[config.mk]
export PLATFORM = sky130hd
export DESIGN_NAME = vrrp_advertisement_parser
export DESIGN_NICKNAME = d
export VERILOG_FILES = /design/src/hdl/vap_pkg.sv /design/src/hdl/vap_result_fifo.sv /design/src/hdl/vrrp_advertisement_parser.sv
export SDC_FILE = /design/constraint.sdc
export NUM_CORES = 1
export LEC_CHECK = 0
export BUFFER_PORTS_ARGS = -buffer_cell sky130_fd_sc_hd__buf_2
export CAP_MARGIN = 20
export CORE_MARGIN = 5
export CORE_UTILIZATION = 25
export CTS_CLUSTER_SIZE = 16
export DETAILED_ROUTE_END_ITERATION = 8
export PLACE_DENSITY = 0.44
export SYNTH_ARGS = -nofsm -noshare
export SYNTH_HDL_FRONTEND = slang
export SYNTH_SLANG_ARGS = --single-unit
[constraint.sdc]
create_clock -name clock -period 9.7 [get_ports clock]
set_input_delay 0.97 -clock clock [delete_from_list [all_inputs] [get_ports clock]]
set_output_delay 0.97 -clock clock [all_outputs]
set_load 0.02 [all_outputs]
[src/hdl/vap_pkg.sv]
package vap_pkg;

   localparam int RSP_DATA_W = 104;

   localparam logic [7:0] MAX_ADDR_RESET = 8'd50;
   localparam logic [10:0] POS_MAX = 11'd2047;
   localparam logic [3:0] TAIL_MAX = 4'd8;
   localparam logic [3:0] TYPE_ADVERT = 4'd1;
   localparam logic [3:0] VERSION_2 = 4'd2;
   localparam logic [3:0] VERSION_3 = 4'd3;
   localparam logic [7:0] AUTH_PASSWORD = 8'd1;

   localparam logic KIND_ADDRESS = 1'b0;
   localparam logic KIND_SUMMARY = 1'b1;

   localparam logic [1:0] STATUS_OK = 2'd0;
   localparam logic [1:0] STATUS_SHORT = 2'd1;
   localparam logic [1:0] STATUS_BAD_VERSION = 2'd2;
   localparam logic [1:0] STATUS_BAD_TYPE = 2'd3;

   localparam int FLAG_CAPPED = 0;
   localparam int FLAG_MISSING = 1;
   localparam int FLAG_PASSWORD = 2;
   localparam int FLAG_PASSWORD_CUT = 3;

   typedef struct packed {
      logic        kind;
      logic        last;
      logic [31:0] address_value;
      logic [1:0]  status;
      logic [3:0]  version;
      logic [7:0]  router_id;
      logic [7:0]  priority_res;
      logic [7:0]  addr_count;
      logic [7:0]  auth_kind;
      logic [11:0] interval;
      logic [15:0] checksum;
      logic [3:0]  note_flags;
   } result_type;

endpackage

[src/hdl/vap_result_fifo.sv]
module vap_result_fifo (
   input  logic               clock,
   input  logic               reset,
   input  logic [1:0]         push_count,
   input  vap_pkg::result_type push0,
   input  vap_pkg::result_type push1,
   input  logic               pop,
   output vap_pkg::result_type head,
   output logic               not_empty,
   output logic               room_for_two
);
   import vap_pkg::*;

   localparam int DEPTH = 4;
   localparam int PTR_W = 2;
   localparam int CNT_W = 3;

   result_type mem_ff [DEPTH];
   logic [PTR_W-1:0] wr_ptr_ff;
   logic [PTR_W-1:0] rd_ptr_ff;
   logic [CNT_W-1:0] count_ff;
   logic             pop_do;

   assign not_empty    = (count_ff != '0);
   assign room_for_two = (count_ff <= CNT_W'(DEPTH - 2));
   assign pop_do       = pop & not_empty;
   assign head         = mem_ff[rd_ptr_ff];

   always_ff @(posedge clock) begin
      if (push_count != 2'd0) begin
         mem_ff[wr_ptr_ff] <= push0;
      end
      if (push_count == 2'd2) begin
         mem_ff[wr_ptr_ff + PTR_W'(1)] <= push1;
      end
   end

   always_ff @(posedge clock) begin
      if (reset) begin
         wr_ptr_ff <= '0;
         rd_ptr_ff <= '0;
         count_ff  <= '0;
      end else begin
         wr_ptr_ff <= wr_ptr_ff + PTR_W'(push_count);
         rd_ptr_ff <= rd_ptr_ff + PTR_W'(pop_do);
         count_ff  <= count_ff + CNT_W'(push_count) - CNT_W'(pop_do);
      end
   end

endmodule

[src/hdl/vrrp_advertisement_parser.sv]
// VRRP v2/v3 advertisement parser. Takes one IP payload byte per cycle on req_ (tlast on the
// final byte) and returns decoded virtual IPv4 addresses and one summary per packet on rsp_.
// Every byte is absorbed as soon as it is accepted; the byte that completes an address and also
// ends the packet yields two rsp_ transactions, which drain one at a time from a
// four-entry result queue. req_tready is low only while that queue cannot take two more
// results, so with rsp_tready held high a new byte is taken every cycle. The address cap
// on csr_ is always writable and should only change between packets.
module vrrp_advertisement_parser (
   input  logic                            clock,
   input  logic                            reset,
   input  logic                            csr_valid,
   output logic                            csr_ready,
   input  logic [7:0]                      csr_data,    // max_addresses
   input  logic                            req_tvalid,
   output logic                            req_tready,
   input  logic [7:0]                      req_tdata,   // data_byte
   input  logic                            req_tlast,   // end_of_packet
   output logic                            rsp_tvalid,
   input  logic                            rsp_tready,
   // address_value, status, version, router_id, priority_res, addr_count,
   // auth_kind, interval, checksum, note_flags, 2 zero bits
   output logic [vap_pkg::RSP_DATA_W-1:0] rsp_tdata,
   output logic                            rsp_tuser,   // result_kind
   output logic                            rsp_tlast    // last_result
);
   import vap_pkg::*;

   logic [7:0]  max_addr_ff;
   logic [10:0] pos_ff;
   logic [7:0]  hdr_ff [8];
   logic [31:0] shift_ff;
   logic [7:0]  done_ff;
   logic [3:0]  tail_ff;
   logic        rej_ff;

   logic        accept;
   logic [7:0]  hdr_cur [8];
   logic        pos_lt8;
   logic        first_bad;
   logic        rej_cur;
   logic [7:0]  limit;
   logic        take_addr;
   logic        emit_addr;
   logic [31:0] shift_in;
   logic [7:0]  done_in;
   logic [3:0]  tail_in;
   logic [10:0] pos_in;
   logic [3:0]  ver;
   logic        ver_bad;
   logic        type_bad;
   result_type  addr_res;
   result_type  sum_res;
   result_type  push0;
   result_type  push1;
   logic [1:0]  push_count;
   result_type  head;
   logic        room_for_two;

   assign csr_ready  = 1'b1;
   assign req_tready = room_for_two;
   assign accept     = req_tvalid & req_tready;
   assign pos_lt8    = (pos_ff[10:3] == 8'd0);

   always_comb begin
      hdr_cur = hdr_ff;
      if (pos_lt8) begin
         hdr_cur[pos_ff[2:0]] = req_tdata;
      end
   end

   assign first_bad = ((req_tdata[7:4] != VERSION_2) && (req_tdata[7:4] != VERSION_3))
                      || (req_tdata[3:0] != TYPE_ADVERT);
   assign rej_cur   = (pos_ff == 11'd0) ? first_bad : rej_ff;
   assign limit     = (hdr_ff[3] < max_addr_ff) ? hdr_ff[3] : max_addr_ff;
   assign take_addr = !pos_lt8 && !rej_ff && (done_ff < limit);
   assign emit_addr = take_addr && (pos_ff[1:0] == 2'd3);
   assign shift_in  = take_addr ? {shift_ff[23:0], req_tdata} : shift_ff;
   assign done_in   = emit_addr ? done_ff + 8'd1 : done_ff;
   assign tail_in   = (!pos_lt8 && !rej_ff && !take_addr && (tail_ff < TAIL_MAX))
                      ? tail_ff + 4'd1 : tail_ff;
   assign pos_in    = (pos_ff < POS_MAX) ? pos_ff + 11'd1 : pos_ff;

   assign ver      = hdr_cur[0][7:4];
   assign ver_bad  = (ver != VERSION_2) && (ver != VERSION_3);
   assign type_bad = (hdr_cur[0][3:0] != TYPE_ADVERT);

   always_comb begin
      addr_res               = '0;
      addr_res.kind          = KIND_ADDRESS;
      addr_res.last          = !req_tlast;
      addr_res.address_value = shift_in;
   end

   always_comb begin
      sum_res      = '0;
      sum_res.kind = KIND_SUMMARY;
      sum_res.last = 1'b1;
      if (pos_in[10:3] == 8'd0) begin
         sum_res.status = STATUS_SHORT;
      end else if (ver_bad) begin
         sum_res.status  = STATUS_BAD_VERSION;
         sum_res.version = ver;
      end else if (type_bad) begin
         sum_res.status  = STATUS_BAD_TYPE;
         sum_res.version = ver;
      end else begin
         sum_res.status       = STATUS_OK;
         sum_res.version      = ver;
         sum_res.router_id    = hdr_cur[1];
         sum_res.priority_res = hdr_cur[2];
         sum_res.addr_count   = hdr_cur[3];
         if (ver == VERSION_2) begin
            sum_res.auth_kind = hdr_cur[4];
            sum_res.interval  = {4'd0, hdr_cur[5]};
         end else begin
            sum_res.interval = {hdr_cur[4][3:0], hdr_cur[5]};
         end
         sum_res.checksum = {hdr_cur[6], hdr_cur[7]};
         if (hdr_cur[3] > max_addr_ff) begin
            sum_res.note_flags[FLAG_CAPPED] = 1'b1;
         end else if (done_in < hdr_cur[3]) begin
            sum_res.note_flags[FLAG_MISSING] = 1'b1;
         end
         if ((ver == VERSION_2) && (hdr_cur[4] == AUTH_PASSWORD)) begin
            if (tail_in >= TAIL_MAX) begin
               sum_res.note_flags[FLAG_PASSWORD] = 1'b1;
            end else begin
               sum_res.note_flags[FLAG_PASSWORD_CUT] = 1'b1;
            end
         end
      end
   end

   assign push0      = emit_addr ? addr_res : sum_res;
   assign push1      = sum_res;
   assign push_count = accept ? (2'(emit_addr) + 2'(req_tlast)) : 2'd0;

   always_ff @(posedge clock) begin
      if (accept) begin
         hdr_ff   <= hdr_cur;
         shift_ff <= shift_in;
      end
   end

   always_ff @(posedge clock) begin
      if (reset) begin
         max_addr_ff <= MAX_ADDR_RESET;
         pos_ff      <= '0;
         done_ff     <= '0;
         tail_ff     <= '0;
         rej_ff      <= 1'b0;
      end else begin
         if (csr_valid && csr_ready) begin
            max_addr_ff <= csr_data;
         end
         if (accept) begin
            if (req_tlast) begin
               pos_ff  <= '0;
               done_ff <= '0;
               tail_ff <= '0;
               rej_ff  <= 1'b0;
            end else begin
               pos_ff  <= pos_in;
               done_ff <= done_in;
               tail_ff <= tail_in;
               rej_ff  <= rej_cur;
            end
         end
      end
   end

   vap_result_fifo u_result_fifo (
      .clock        (clock),
      .reset        (reset),
      .push_count   (push_count),
      .push0        (push0),
      .push1        (push1),
      .pop          (rsp_tready),
      .head         (head),
      .not_empty    (rsp_tvalid),
      .room_for_two (room_for_two)
   );

   assign rsp_tuser = head.kind;
   assign rsp_tlast = head.last;
   assign rsp_tdata = {2'b00, head.note_flags, head.checksum, head.interval, head.auth_kind,
                       head.addr_count, head.priority_res, head.router_id, head.version,
                       head.status, head.address_value};

endmodule

==> results.cfg <==
[timing]
tns_ps = 0
fin_skew_ps = 56.2
relSlewSlack_pct = 30.7
tightest_slew_ps = 1010
hold_ws_ps = 465
finalCriticalPeriod_ps = 7110
final-hold-violation-count = 0
rsz0062_at_grt = false
min_period_over_period_pct = 73.3
report.final.slew_viol_count = 0
setup_viol = 0
max_freq_ghz = 0.141

[grt]
grt_first_pass_wirelength_mm = 107
grt_use_total_pct = 13.8
grt_pass1_vias = 15900
grt_max_degree = 109
antenna_found_initial = 13
grt.overflow.total = 0

[cells_and_area]
multi_input_area_um2 = 8340
post-route-util_pct = 29.3
nets = 1896
layout-drive-gt1-share_pct = 22.3
regArea_um2 = 14600
nFillCells = 9671
synthToLayoutAreaGrowth_pct = 16.5

[logic_synthesis]
synth_xor_area_share_pct = 0.478
yosys-top-cells-count = edfxtp_1, nor3_1, dfxtp_1
synth_top_family_by_area = multiplexers
yosysMostFrequentCell = edfxtp_1
synthAdderAreaFrac_pct = 2.13
synth-compound-area-share_pct = 8.00
synth_edf_count = 368
synthSimpleGateAreaFrac_pct = 10.0
synth_top_area_share_pct = 46.4
synth-warning-count = 0
async_flop_share_pct = 0
yosys-top-cells-area = edfxtp_1, dfxtp_1, mux4_2, nor3_1, a22o_1
ys_seq_elements = 543
synth_area_um2 = 23800
synthMuxAreaShare_pct = 14.1
syn_avg_cell_area_um2 = 13.5
synth_ff_type = edfxtp_1
syn_inst = 1761
synth_cell_types = 68
ys_seq_area_share_pct = 61.1
yosysTopAreaCell = edfxtp_1

[cts]
path_clk_slew_ps = 60
cts_setup_buffers = 0
cts_sinks = 543
cts_buffers = 60
cts-root-buf = clkbuf_16
clock_latency_ps = 650
post_cts_resized = 0
clock_path_buffers = 3
cts_hold_buffers = 0
htreeDepth = 2
cts_tree = yes

[placed_design]
gp_congestion = 0.778
io_buffers = 127
place_hpwl_mm = 42.3

[drt]
antenna_left = 0
drtIter0Drc = 1184
wl_mm = 72.4
viasPerCell = 4.89
wl_per_cell_um = 23.0
drc = 0
drtPass1Iterations = 5
vias = 15400

[power_and_ir_drop]
powerDensity_nw_per_um2 = 227
vdd_drop_max_v = 0.000149
cellLeakagePower_nw = 9.71

[worst_setup_path]
critPathArrivalTime_ps = 7550
cp.required_ps = 10140
end_kind = flip-flop
crit_fanout = 37
cp-start-kind = flip-flop
path_class = flip-flop to flip-flop

[die]
die_area_um2 = 102000
rows = 113
start_util_pct = 25.1
core_area_um2 = 94700
die_h_um = 319
die_w_um = 319
ios = 131

[job]
drv_cap = 0

[status]
outcome = completed

[hold_path]
hold_path_class = flip-flop to flip-flop
critical path, stage by stage, from the launching register on:
cell and delay [ps]:
edfxtp_1 410, ha_1 290, a2111o_1 410, a21oi_2 570, nor2_1 90, a21oi_1 170, ha_1 260, a211oi_1 200
nor2_1 70, nor3_1 500, and3_1 530, nand2_2 290, inv_1 270, ha_1 280, nor2_1 90, nor3_1 550
mux2i_4 140, inv_2 70, buf_4 370, nand2_2 620, buf_12 430, nor3_1 220
power breakdown:
part	internal (mW)	switching [mW]	leakage [nW]	total, mW
logic	0.422	0.779	3.75	1.20
clock network	1.34	0.982	0.982	2.32
registers	2.64	0.125	4.97	2.77
stage by stage:
stage	total power [mW]	instances	setup slack (ps)	area, µm²
after global placement	4.04	3036	2770	25700
after CTS	6.39	3149	2530	27700
after detailed placement	4.05	3036	2570	25700
after global routing	6.57	3150	2040	27700
final	6.29	3152	2590	27700
after floorplan	3.58	1762	3110	23800
placed cells by master (no fill, tap or decap), drive strengths merged, types with 4 or more instances in the layout:
master	count
edfxtp	368
nor3	247
dfxtp	175
buf	158
a22o	128
mux4	104
nor2	95
inv	92
clkbuf	84
mux2i	68
ha	39
a21oi	39
nand2	36
mux2	30
o21ai	26
clkinv	23
nand3	18
a31oi	16
nand4	15
and3	13
nor2b	10
xnor2	9
or3	7
o211ai	6
or4	5
bufinv	5
a21o	5
a211oi	4
nand2b	4
xor2	4
and2	4
a31o	4
sequential cells by signal (all words and copies together), names as in the netlist, 3 cells and up:
register / cells
u_result_fifo.mem_ff: 416
hdr_ff: 64
shift_ff: 24
pos_ff: 11
done_ff: 8
max_addr_ff: 8
tail_ff: 4
u_result_fifo.count_ff: 3
cell families (layout without fill, tap and decap cells):
family | count (synthesis) | after routing
muxes | 202 | 202
and+or+nand+nor | 471 | 471
adders and majority gates | 40 | 40
AOI/OAI and AO/OA | 250 | 250
other | 2 | 5
xor gates and xnor gates | 13 | 13
buffers and inverters | 240 | 363
DFF | 543 | 543
area by class of cell:
type                    count  area share (%)
well taps                1265            5.71
repair buffers            158            3.29
flip-flops and latches    543            52.5
diodes                      2          0.0180
multi-input cells         979            30.1
clock inverters            29            1.15
inverters                  92            1.25
clock buffers              84            6.03
final timing paths:
kind / from / end / slack (ps) / cells past startpoint
setup / recovery: hdr_ff[33] / u_result_fifo.mem_ff[2][9] / 2590 / 21
hold / removal: u_result_fifo.mem_ff[1][103] / u_result_fifo.mem_ff[1][103] / 460 / 2
setup reg to reg: hdr_ff[33] / u_result_fifo.mem_ff[2][9] / 2590 / 21
hold reg to reg: u_result_fifo.mem_ff[1][103] / u_result_fifo.mem_ff[1][103] / 460 / 2
routing by layer:
metal	global-route usage (%)	vias to the layer above	routed length, µm
met3	2.43	89	3940
met2	23.2	393	35000
met5	0	-	27
met1	18.8	8005	32300
met4	2.90	4	1220
li1	-	6917	-
Power figures use the tool's default switching activity.
